--- src/rtl/core/dbps_pkg.sv ---
// ----------------------------------------------------------------------------
// DMA best page size finder package
// Shared widths, register indexes, reset values, stage types and bit helpers.
// ----------------------------------------------------------------------------
package dbps_pkg;

   localparam int unsigned AddrWidth    = 64;
   localparam int unsigned LenWidth     = 32;
   localparam int unsigned OffWidth     = 12;
   localparam int unsigned CsrIdxWidth  = 2;
   localparam int unsigned CsrDataWidth = 64;

   localparam int unsigned PageShiftBitsDefault = 12;

   // Register indexes
   localparam logic [CsrIdxWidth-1:0] CsrPageSizeBitmap = 2'd0;
   localparam logic [CsrIdxWidth-1:0] CsrStartIova      = 2'd1;
   localparam logic [CsrIdxWidth-1:0] CsrRegionLength   = 2'd2;
   localparam logic [CsrIdxWidth-1:0] CsrFirstOffset    = 2'd3;

   // Register reset values
   localparam logic [AddrWidth-1:0] BitmapReset    = 64'd4096;
   localparam logic [AddrWidth-1:0] StartIovaReset = 64'd0;
   localparam logic [AddrWidth-1:0] RegionLenReset = 64'd1;
   localparam logic [OffWidth-1:0]  FirstOffReset  = 12'd0;

   typedef struct packed {
      logic [AddrWidth-1:0] bitmap;
      logic [AddrWidth-1:0] start_iova;
      logic [AddrWidth-1:0] region_length;
      logic [OffWidth-1:0]  first_offset;
   } csr_type;

   // Final mask of a region and the supported sizes at its last entry
   typedef struct packed {
      logic [AddrWidth-1:0] diff;
      logic [AddrWidth-1:0] bitmap;
   } fin_type;

   // Fill every bit below the highest set bit
   function automatic logic [AddrWidth-1:0] smear_right(input logic [AddrWidth-1:0] x);
      logic [AddrWidth-1:0] s;
      s = x;
      s = s | (s >> 1);
      s = s | (s >> 2);
      s = s | (s >> 4);
      s = s | (s >> 8);
      s = s | (s >> 16);
      s = s | (s >> 32);
      return s;
   endfunction

endpackage

--- src/rtl/core/dbps_req_if.sv ---
// ----------------------------------------------------------------------------
// Scatter-gather entry channel
// Valid/ready channel carrying one scatter-gather entry per beat.
// ----------------------------------------------------------------------------
interface dbps_req_if;
   logic                            valid;
   logic                            ready;
   logic [dbps_pkg::AddrWidth-1:0]  dma_address;
   logic [dbps_pkg::LenWidth-1:0]   dma_length;
   logic                            last_entry;

   modport source (output valid, dma_address, dma_length, last_entry, input ready);
   modport sink   (input valid, dma_address, dma_length, last_entry, output ready);
endinterface

--- src/rtl/core/dbps_rsp_if.sv ---
// ----------------------------------------------------------------------------
// Page size result channel
// Valid/ready channel carrying one chosen page size per beat.
// ----------------------------------------------------------------------------
interface dbps_rsp_if;
   logic                            valid;
   logic                            ready;
   logic [dbps_pkg::AddrWidth-1:0]  best_size;

   modport source (output valid, best_size, input ready);
   modport sink   (input valid, best_size, output ready);
endinterface

--- src/rtl/core/dbps_accum.sv ---
// ----------------------------------------------------------------------------
// Region mask accumulator
// Registers each entry beat and folds it into the running mask and IOVA.
// ----------------------------------------------------------------------------
module dbps_accum #(
   parameter int unsigned PAGE_SHIFT_BITS = dbps_pkg::PageShiftBitsDefault
) (
   input  logic              clock,
   input  logic              reset,
   input  dbps_pkg::csr_type csr,
   dbps_req_if.sink          req,
   output logic              fin_valid,
   output dbps_pkg::fin_type fin_data,
   input  logic              fin_ready
);
   import dbps_pkg::*;

   localparam logic [AddrWidth-1:0] PgOffMask =
      (64'd1 << PAGE_SHIFT_BITS) - 64'd1;

   logic                 s1_valid_ff, s1_valid_in;
   logic [AddrWidth-1:0] addr_ff;
   logic [LenWidth-1:0]  len_ff;
   logic                 last_ff;

   logic [AddrWidth-1:0] diff_ff, diff_in;
   logic [AddrWidth-1:0] iova_ff, iova_in;
   logic                 first_ff;

   logic                 s1_go;
   logic                 accept;
   logic [AddrWidth-1:0] span;
   logic [AddrWidth-1:0] keep;
   logic [AddrWidth-1:0] base_diff;
   logic [AddrWidth-1:0] base_iova;
   logic [AddrWidth-1:0] pgoff;
   logic [AddrWidth-1:0] mixed;

   // Handshake: non-last beats never wait on the final stage
   assign s1_go     = s1_valid_ff && (!last_ff || fin_ready);
   assign req.ready = !s1_valid_ff || s1_go;
   assign accept    = req.valid && req.ready;

   // Seed mask: supported sizes above the span of touched IOVA bits
   assign span = (csr.region_length - 64'd1 + csr.start_iova) ^ csr.start_iova;
   assign keep = ~(smear_right(span) | 64'd1);

   // Fold the entry into the running mask and IOVA
   always_comb begin
      if (first_ff) begin
         base_diff = csr.bitmap & keep;
         base_iova = csr.start_iova;
         pgoff     = {{(AddrWidth-OffWidth){1'b0}}, csr.first_offset} & PgOffMask;
      end else begin
         base_diff = diff_ff;
         base_iova = iova_ff;
         pgoff     = '0;
      end
      mixed   = base_diff | ((addr_ff + pgoff) ^ base_iova);
      iova_in = base_iova + {{(AddrWidth-LenWidth){1'b0}}, len_ff} - pgoff;
      diff_in = last_ff ? mixed : (mixed | iova_in);
   end

   assign fin_valid       = s1_valid_ff && last_ff;
   assign fin_data.diff   = mixed;
   assign fin_data.bitmap = csr.bitmap;

   // Hold or advance the entry register
   assign s1_valid_in = accept ? 1'b1 : (s1_go ? 1'b0 : s1_valid_ff);

   always_ff @(posedge clock) begin
      if (reset) begin
         s1_valid_ff <= 1'b0;
      end else begin
         s1_valid_ff <= s1_valid_in;
      end
   end

   always_ff @(posedge clock) begin
      if (accept) begin
         addr_ff <= req.dma_address;
         len_ff  <= req.dma_length;
         last_ff <= req.last_entry;
      end
   end

   // Update region state on each processed beat
   always_ff @(posedge clock) begin
      if (reset) begin
         diff_ff  <= '0;
         iova_ff  <= '0;
         first_ff <= 1'b1;
      end else if (s1_go) begin
         diff_ff  <= diff_in;
         iova_ff  <= iova_in;
         first_ff <= last_ff;
      end
   end

   a_mid_never_stalls: assert property (@(posedge clock) disable iff (reset)
      (s1_valid_ff && !last_ff) |-> s1_go)
      else $error("non-last entry held in accumulator");

   a_last_reopens: assert property (@(posedge clock) disable iff (reset)
      (s1_go && last_ff) |=> first_ff)
      else $error("region not reopened after last entry");

endmodule

--- src/rtl/core/dbps_pick.sv ---
// ----------------------------------------------------------------------------
// Page size picker
// Cuts the supported sizes at the mask's lowest set bit and keeps the largest.
// ----------------------------------------------------------------------------
module dbps_pick (
   input  logic              clock,
   input  logic              reset,
   input  logic              fin_valid,
   input  dbps_pkg::fin_type fin_data,
   output logic              fin_ready,
   dbps_rsp_if.source        rsp
);
   import dbps_pkg::*;

   logic                 s2_valid_ff, s2_valid_in;
   fin_type              s2_ff;
   logic                 rsp_valid_ff, rsp_valid_in;
   logic [AddrWidth-1:0] best_size_ff;

   logic                 out_free;
   logic                 s2_go;
   logic [AddrWidth-1:0] low_bit;
   logic [AddrWidth-1:0] upto;
   logic [AddrWidth-1:0] sizes;
   logic [AddrWidth-1:0] top;

   // Handshake through the final and output registers
   assign out_free  = !rsp_valid_ff || rsp.ready;
   assign s2_go     = s2_valid_ff && out_free;
   assign fin_ready = !s2_valid_ff || s2_go;

   // Sizes up to the lowest set bit; an empty mask cuts nothing
   assign low_bit = s2_ff.diff & (~s2_ff.diff + 64'd1);
   assign upto    = low_bit | (low_bit - 64'd1);
   assign sizes   = s2_ff.bitmap & upto;
   assign top     = sizes & ~(smear_right(sizes) >> 1);

   assign s2_valid_in  = (fin_valid && fin_ready) ? 1'b1 : (s2_go ? 1'b0 : s2_valid_ff);
   assign rsp_valid_in = s2_go ? 1'b1 : (rsp.ready ? 1'b0 : rsp_valid_ff);

   always_ff @(posedge clock) begin
      if (reset) begin
         s2_valid_ff  <= 1'b0;
         rsp_valid_ff <= 1'b0;
      end else begin
         s2_valid_ff  <= s2_valid_in;
         rsp_valid_ff <= rsp_valid_in;
      end
   end

   // Load payload registers
   always_ff @(posedge clock) begin
      if (fin_valid && fin_ready) begin
         s2_ff <= fin_data;
      end
      if (s2_go) begin
         best_size_ff <= top;
      end
   end

   assign rsp.valid     = rsp_valid_ff;
   assign rsp.best_size = best_size_ff;

   a_pick_lands: assert property (@(posedge clock) disable iff (reset)
      s2_go |=> rsp_valid_ff)
      else $error("picked size did not reach output register");

endmodule

--- src/rtl/core/dma_best_page_size_finder.sv ---
// ----------------------------------------------------------------------------
// DMA best page size finder
// Finds the largest supported page size that maps a scatter-gather region.
// ----------------------------------------------------------------------------
//  channel | dir | beat contents                          | handshake
//  --------+-----+----------------------------------------+-----------------
//  csr_    | in  | csr_index, csr_wdata                   | csr_wr_en
//  req     | in  | dma_address, dma_length, last_entry    | valid / ready
//  rsp     | out | best_size                              | valid / ready
//
//  One entry beat per cycle while req.ready is high. A last entry's page
//  size is presented on rsp after the entry, final and output registers.
//  Non-last entries only update the running mask and IOVA; once registered
//  they never wait on rsp. A stalled rsp backs up through the final register
//  into req.ready. Reset is synchronous: state and CSR registers return to
//  their reset values and the next entry opens a new region.
// ----------------------------------------------------------------------------
module dma_best_page_size_finder #(
   parameter int unsigned PAGE_SHIFT_BITS = dbps_pkg::PageShiftBitsDefault
) (
   input  logic                               clock,
   input  logic                               reset,
   input  logic                               csr_wr_en,
   input  logic [dbps_pkg::CsrIdxWidth-1:0]   csr_index,
   input  logic [dbps_pkg::CsrDataWidth-1:0]  csr_wdata,
   dbps_req_if.sink                           req,
   dbps_rsp_if.source                         rsp
);
   import dbps_pkg::*;

   logic [AddrWidth-1:0] bitmap_ff;
   logic [AddrWidth-1:0] start_iova_ff;
   logic [AddrWidth-1:0] region_len_ff;
   logic [OffWidth-1:0]  first_off_ff;

   csr_type csr;
   logic    fin_valid;
   logic    fin_ready;
   fin_type fin_data;

   // Register file writes
   always_ff @(posedge clock) begin
      if (reset) begin
         bitmap_ff     <= BitmapReset;
         start_iova_ff <= StartIovaReset;
         region_len_ff <= RegionLenReset;
         first_off_ff  <= FirstOffReset;
      end else if (csr_wr_en) begin
         unique case (csr_index)
            CsrPageSizeBitmap: bitmap_ff     <= csr_wdata;
            CsrStartIova:      start_iova_ff <= csr_wdata;
            CsrRegionLength:   region_len_ff <= csr_wdata;
            CsrFirstOffset:    first_off_ff  <= csr_wdata[OffWidth-1:0];
            default: begin
            end
         endcase
      end
   end

   assign csr.bitmap        = bitmap_ff;
   assign csr.start_iova    = start_iova_ff;
   assign csr.region_length = region_len_ff;
   assign csr.first_offset  = first_off_ff;

   dbps_accum #(
      .PAGE_SHIFT_BITS (PAGE_SHIFT_BITS)
   ) u_accum (
      .clock     (clock),
      .reset     (reset),
      .csr       (csr),
      .req       (req),
      .fin_valid (fin_valid),
      .fin_data  (fin_data),
      .fin_ready (fin_ready)
   );

   dbps_pick u_pick (
      .clock     (clock),
      .reset     (reset),
      .fin_valid (fin_valid),
      .fin_data  (fin_data),
      .fin_ready (fin_ready),
      .rsp       (rsp)
   );

   a_single_size: assert property (@(posedge clock) disable iff (reset)
      rsp.valid |-> $onehot0(rsp.best_size))
      else $error("page size is not a single power of two");

endmodule
--- src/flat_wrapper.sv ---
// flat-port wrapper written by rule: the top's interface ports become plain ports
module dma_best_page_size_finder_flat import dbps_pkg::*;
#(
   parameter int unsigned PAGE_SHIFT_BITS = dbps_pkg::PageShiftBitsDefault
)
  (clock, reset, csr_wr_en, csr_index, csr_wdata, req_valid, req_dma_address, req_dma_length, req_last_entry, req_ready, rsp_valid, rsp_best_size, rsp_ready);
  dbps_req_if req_i ();
  dbps_rsp_if rsp_i ();
  input  logic clock;
  input  logic reset;
  input  logic csr_wr_en;
  input  logic [dbps_pkg::CsrIdxWidth-1:0] csr_index;
  input  logic [dbps_pkg::CsrDataWidth-1:0] csr_wdata;
  input wire logic [$bits(req_i.valid)-1:0] req_valid;
  input wire logic [$bits(req_i.dma_address)-1:0] req_dma_address;
  input wire logic [$bits(req_i.dma_length)-1:0] req_dma_length;
  input wire logic [$bits(req_i.last_entry)-1:0] req_last_entry;
  output wire logic [$bits(req_i.ready)-1:0] req_ready;
  output wire logic [$bits(rsp_i.valid)-1:0] rsp_valid;
  output wire logic [$bits(rsp_i.best_size)-1:0] rsp_best_size;
  input wire logic [$bits(rsp_i.ready)-1:0] rsp_ready;
  assign req_i.valid = req_valid;
  assign req_i.dma_address = req_dma_address;
  assign req_i.dma_length = req_dma_length;
  assign req_i.last_entry = req_last_entry;
  assign req_ready = req_i.ready;
  assign rsp_valid = rsp_i.valid;
  assign rsp_best_size = rsp_i.best_size;
  assign rsp_i.ready = rsp_ready;
  dma_best_page_size_finder #(.PAGE_SHIFT_BITS(PAGE_SHIFT_BITS)) u_core (.clock(clock), .reset(reset), .csr_wr_en(csr_wr_en), .csr_index(csr_index), .csr_wdata(csr_wdata), .req(req_i), .rsp(rsp_i));
endmodule
--- config.mk ---
export PLATFORM = sky130hd
export DESIGN_NAME = dma_best_page_size_finder_flat
export DESIGN_NICKNAME = d
export VERILOG_FILES = /design/src/rtl/core/dbps_pkg.sv /design/src/rtl/core/dbps_req_if.sv /design/src/rtl/core/dbps_rsp_if.sv /design/src/rtl/core/dbps_accum.sv /design/src/rtl/core/dbps_pick.sv /design/src/rtl/core/dma_best_page_size_finder.sv /design/src/flat_wrapper.sv
export SDC_FILE = /design/constraint.sdc
export NUM_CORES = 2
export LEC_CHECK = 0
export ABC_AREA = 1
export BUFFER_PORTS_ARGS = -buffer_cell sky130_fd_sc_hd__buf_2
export CAP_MARGIN = 20
export CORE_ASPECT_RATIO = 1.1
export CORE_MARGIN = 5
export CORE_UTILIZATION = 60
export CTS_CLUSTER_SIZE = 10
export DETAILED_ROUTE_END_ITERATION = 12
export HOLD_SLACK_MARGIN = 0.02
export PLACE_DENSITY_LB_ADDON = 0.08
export SLEW_MARGIN = 5
export SYNTH_ARGS = -nofsm -noshare
export SYNTH_HDL_FRONTEND = slang
export SYNTH_SLANG_ARGS = --single-unit
--- constraint.sdc ---
create_clock -name clock -period 11.7 [get_ports clock]
set_clock_uncertainty 0.15 [all_clocks]
set_input_delay 0.585 -clock clock [delete_from_list [all_inputs] [get_ports clock]]
set_output_delay 0.585 -clock clock [all_outputs]
set_load 0.005 [all_outputs]
==> results by group <==
Timing
  – Rel. slew slack: 19.7%
  – Max Clk Rate: 0.180 GHz
  – Minimum clock period: 5.55 ns
  – Setup Viol. Count Final: 0
  – WHS: 0.0525 ns
  – Slew Viols, Final: 0
  – Final Hold Fails: 0
  – Worst-Margin Slew: 1.19 ns
  – Period utilization: 47.4%
  – RSZ-0062 raised after global routing: no
  – Setup_tns: 0 ns
  – Worst Slack Setup Final: 6.15 ns

Critical path
  – RR Endpoint: u_core.u_accum.diff_ff[53]
  – Slowest stage delay, CP: 0.88 ns
  – Max stage delay cell, worst path: o21ai_0
  – Reg2reg setup slack: 6.15 ns
  – CP top delay family: compound AO/OA/AOI/OAI gates
  – CP endpoint kind: flip-flop
  – Worst r2r src: u_core.u_accum.first_ff
  – R2R depth: 21
  – Arr. time, crit path: 5.96 ns
  – CP startpoint kind: flip-flop
  – WP data required: 12.11 ns
  – Most common cell on crit path: nand3_1
  – WP buf/inv: 4
  – Setup CP Type: flip-flop to flip-flop
  – CP cell instances: buf_4, o21ai_0, fa_1, inv_1, ha_1, nand3_1, nand2_1, a21oi_1, o21ai_0, a21oi_1, inv_1, nand3_1, nand3_1, nand2_1, inv_1, nor2_1, nand2_1, nand3_1, nor2_1, nor2_1, a21oi_1
  – CP Max Fanout: 46

Power and ir drop
  – Peak VDD IR: 146 uV
  – Power Density: 155 nW/um^2
  – Total power: 7.27 mW
  – Leak: 22.2 nW

Clock network
  – TritonCTS clock tree: built
  – Post-CTS Setup Inserts: 0
  – Clock Latency Late Sink: 0.66 ns
  – CTS sink cnt: 620
  – Htree depth: 3
  – Clock Pin Slew Worst Setup and Hold Paths: 0.06 ns
  – Clock buffer depth: 3
  – CTS Root Cell: clkbuf_16
  – TritonCTS Buffers: 75

Detailed routing
  – Avg Vias per Cell: 5.87
  – Routed wl met3: 20.6 mm
  – Wire per inst: 23.0 microns
  – Initial DRC Count: 5,766
  – Metal-1 WL: 61.5 mm
  – Drt pass-1 iters: 7
  – Drt total wl: 168 mm
  – Vias: 42.8k
  – DRT antenna net count: 0
  – Detail Route met2 WL: 69.6 mm
  – Top sig layer: met5
  – DRC: 0

Floorplanning
  – Die width: 261 microns
  – FP Rows: 101
  – Starting Density: 60.4%
  – I/O pin count: 234
  – Die ar.: 74,800 sq um
  – Core Area: 69,000 sq um
  – Chip Height: 286 microns

Worst hold path
  – Hold Crit Depth: 3
  – Worst hold-check path type: primary input to flip-flop
  – HP Start: csr_wdata[12]
  – WHS Endpoint: u_core.bitmap_ff[12]

Synth
  – Sequential share of the synthesized area: 36.7%
  – Async S/R FF share, synth: 0%
  – Main synth FF type: dfxtp_1
  – EDFF count, synth: 287
  – Ys Warns: 0
  – Synth unique cells: 57
  – Mapped Cells: 6,013
  – Mean area per synthesized cell: 6.93 sq um
  – Syn nets: 6,415
  – #FFs+latches synth: 620
  – Mapped Area: 41,700 sq um

Place
  – Setup Slack @ Placement: 6.43 ns
  – GP Congestion: 1.10
  – Detailed placement HPWL: 132 mm
  – Input/output buffers: 232

Global route
  – Number of global-route vias before repair: 39.7k
  – Initial antenna violation count: 19
  – GRT overflow: 0
  – Total GRT Usage: 43.5%
  – First-pass GRT wire length: 244 mm
  – Largest net degree at the start of global routing: 111

Run status
  – Status: completed

Run
  – MaxCap Viol Count: 0

Final layout
  – Final net count: 6,695
  – Layout cells sized above 1: 7.54%
  – Area growth syn-to-layout: 12.6%
  – Final Util: 68.0%
-- metrics by stage --
step	std cells	area, sq um
after floorplan	6013	41700
after global placement	7045	43600
after detailed placement	7045	43600
after CTS	7276	46900
after global routing	7281	46900
final	7290	46900
-- state kept, by name (all words and copies together) (netlist names), 12 cells and up --
register	cells
u_core.u_accum.diff_ff	63
u_core.bitmap_ff	64
u_core.u_accum.iova_ff	63
u_core.first_off_ff	12
u_core.u_pick.rsp.best_size	64
u_core.region_len_ff	64
u_core.u_pick.s2_ff	127
u_core.start_iova_ff	63
u_core.u_accum.len_ff	32
u_core.u_accum.addr_ff	63
-- synth_stat cells (all sizes together), types with 2 or more instances --
cell type,number,area (sq um)
nand2,1455,5520
inv,1076,4040
nor2,701,2800
a21oi,504,2530
o21ai,392,1980
dfxtp,333,6670
edfxtp,287,8620
nand3,255,1320
ha,220,2750
xor2,143,1250
nand4,129,813
clkbuf,118,443
nor3,97,505
xnor2,75,657
nor4,37,231
buf,28,150
nand3b,23,180
a31oi,17,106
o21bai,16,124
a21o,14,105
fa,14,280
or2,14,87.6
o21a,11,82.6
and3,7,43.8
nor3b,6,45.0
o211ai,6,45.0
a21boi,5,37.5
and2,5,31.3
o22ai,5,31.3
a22oi,4,30.0
clkinv,3,11.3
a211oi,2,15.0
dlygate4sd3,2,20.0
o32ai,2,17.5
-- report_power, final --
group          switching, mW  internal, mW  leakage [nW]
logic                   1.76         0.722          15.7
clock network          0.994          1.28          1.12
registers             0.0931          2.41          5.42
-- metal layers --
layer | vias to the layer above | GRT usage, %
met5 | - | 0
met4 | 8 | 32.8
met3 | 674 | 10.9
met2 | 2834 | 64.6
met1 | 19400 | 54.4
li1 | 19900 | -
-- worst reg2reg max path: cells and delay by family, from the launching register on --
family | cells | cell delay [ns]
DFF | 1 | 0.66
AOI/OAI and AO/OA | 5 | 1.66
buffers and inverters | 4 | 0.87
and+or+nand+nor | 10 | 1.17
adders and majority gates | 2 | 0.92
-- cell families (layout without fill, tap and decap cells) --
family                   count (synthesis)  after routing  synth area share [%]
AO/OA/AOI/OAI                          981            981                  12.3
XOR/XNOR                               219            219                  4.64
adder cells (fa/ha/maj)                234            234                  7.28
buffers and inverters                 1227           1565                  11.2
flip-flops                             620            620                  36.7
multiplexers                             1              1                0.0240
other                                    0             12                     0
AND/OR/NAND/NOR                       2731           2731                  27.8
-- cell usage in the layout, fill, tap and decap left out, types with 6 or more instances in the layout --
cell type         n
buf_4            22
nand2_2          26
clkbuf_1         41
a21oi_1         501
nand2_1        1428
o21bai_1         15
nor3_1           93
or2_2            13
diode_2          12
edfxtp_1        287
fa_1             14
inv_1          1066
nor4_1           37
dlygate4sd3_1    96
clkbuf_16        75
xor2_1          143
nand3_1         246
and3_1            7
o21ai_2           6
o211ai_1          6
clkbuf_8          8
nor2_4           10
nand4_1         128
a21o_1           14
nand3_2           9
nor3b_1           6
xnor2_1          75
nor2_2           39
nand3b_1         21
o21a_1           11
inv_2            11
o21ai_0         385
ha_1            220
nor2_1          652
a31oi_1          17
dfxtp_1         332
buf_2           232
-- final cells by class --
cell class | instances | area, sq um
timing repair buffer | 351 | 2310
sequential | 620 | 15300
multi-input combinational | 4166 | 21700
antenna | 12 | 30.0
inverter | 1079 | 4060
tap | 927 | 1160
clock inverter | 11 | 196
clock buffer | 124 | 2140
fill | 5955 | 22100
-- worst max path at each step --
stage / startpoint / to / slack [ns] / cells after the start
finish: u_core.u_accum.first_ff / u_core.u_accum.diff_ff[53] / 6.15 / 21
global route: u_core.u_accum.first_ff / u_core.u_accum.diff_ff[59] / 5.96 / 19
CTS: u_core.u_accum.first_ff / u_core.u_accum.diff_ff[60] / 6.38 / 19
detailed placement: u_core.u_accum.first_ff / u_core.u_accum.diff_ff[53] / 6.43 / 21
global placement: u_core.u_accum.first_ff / u_core.u_accum.diff_ff[50] / 6.48 / 20
floorplan: rsp_ready / u_core.u_accum.addr_ff[0] / 5.07 / 8
-- repair_timing --
action / 4_1_cts / 5_1_grt
hold endpoints to repair: 96 / 0
resized for setup: 0 / 0
hold buffers: 96 / 0
Power figures use the tool's default switching activity.
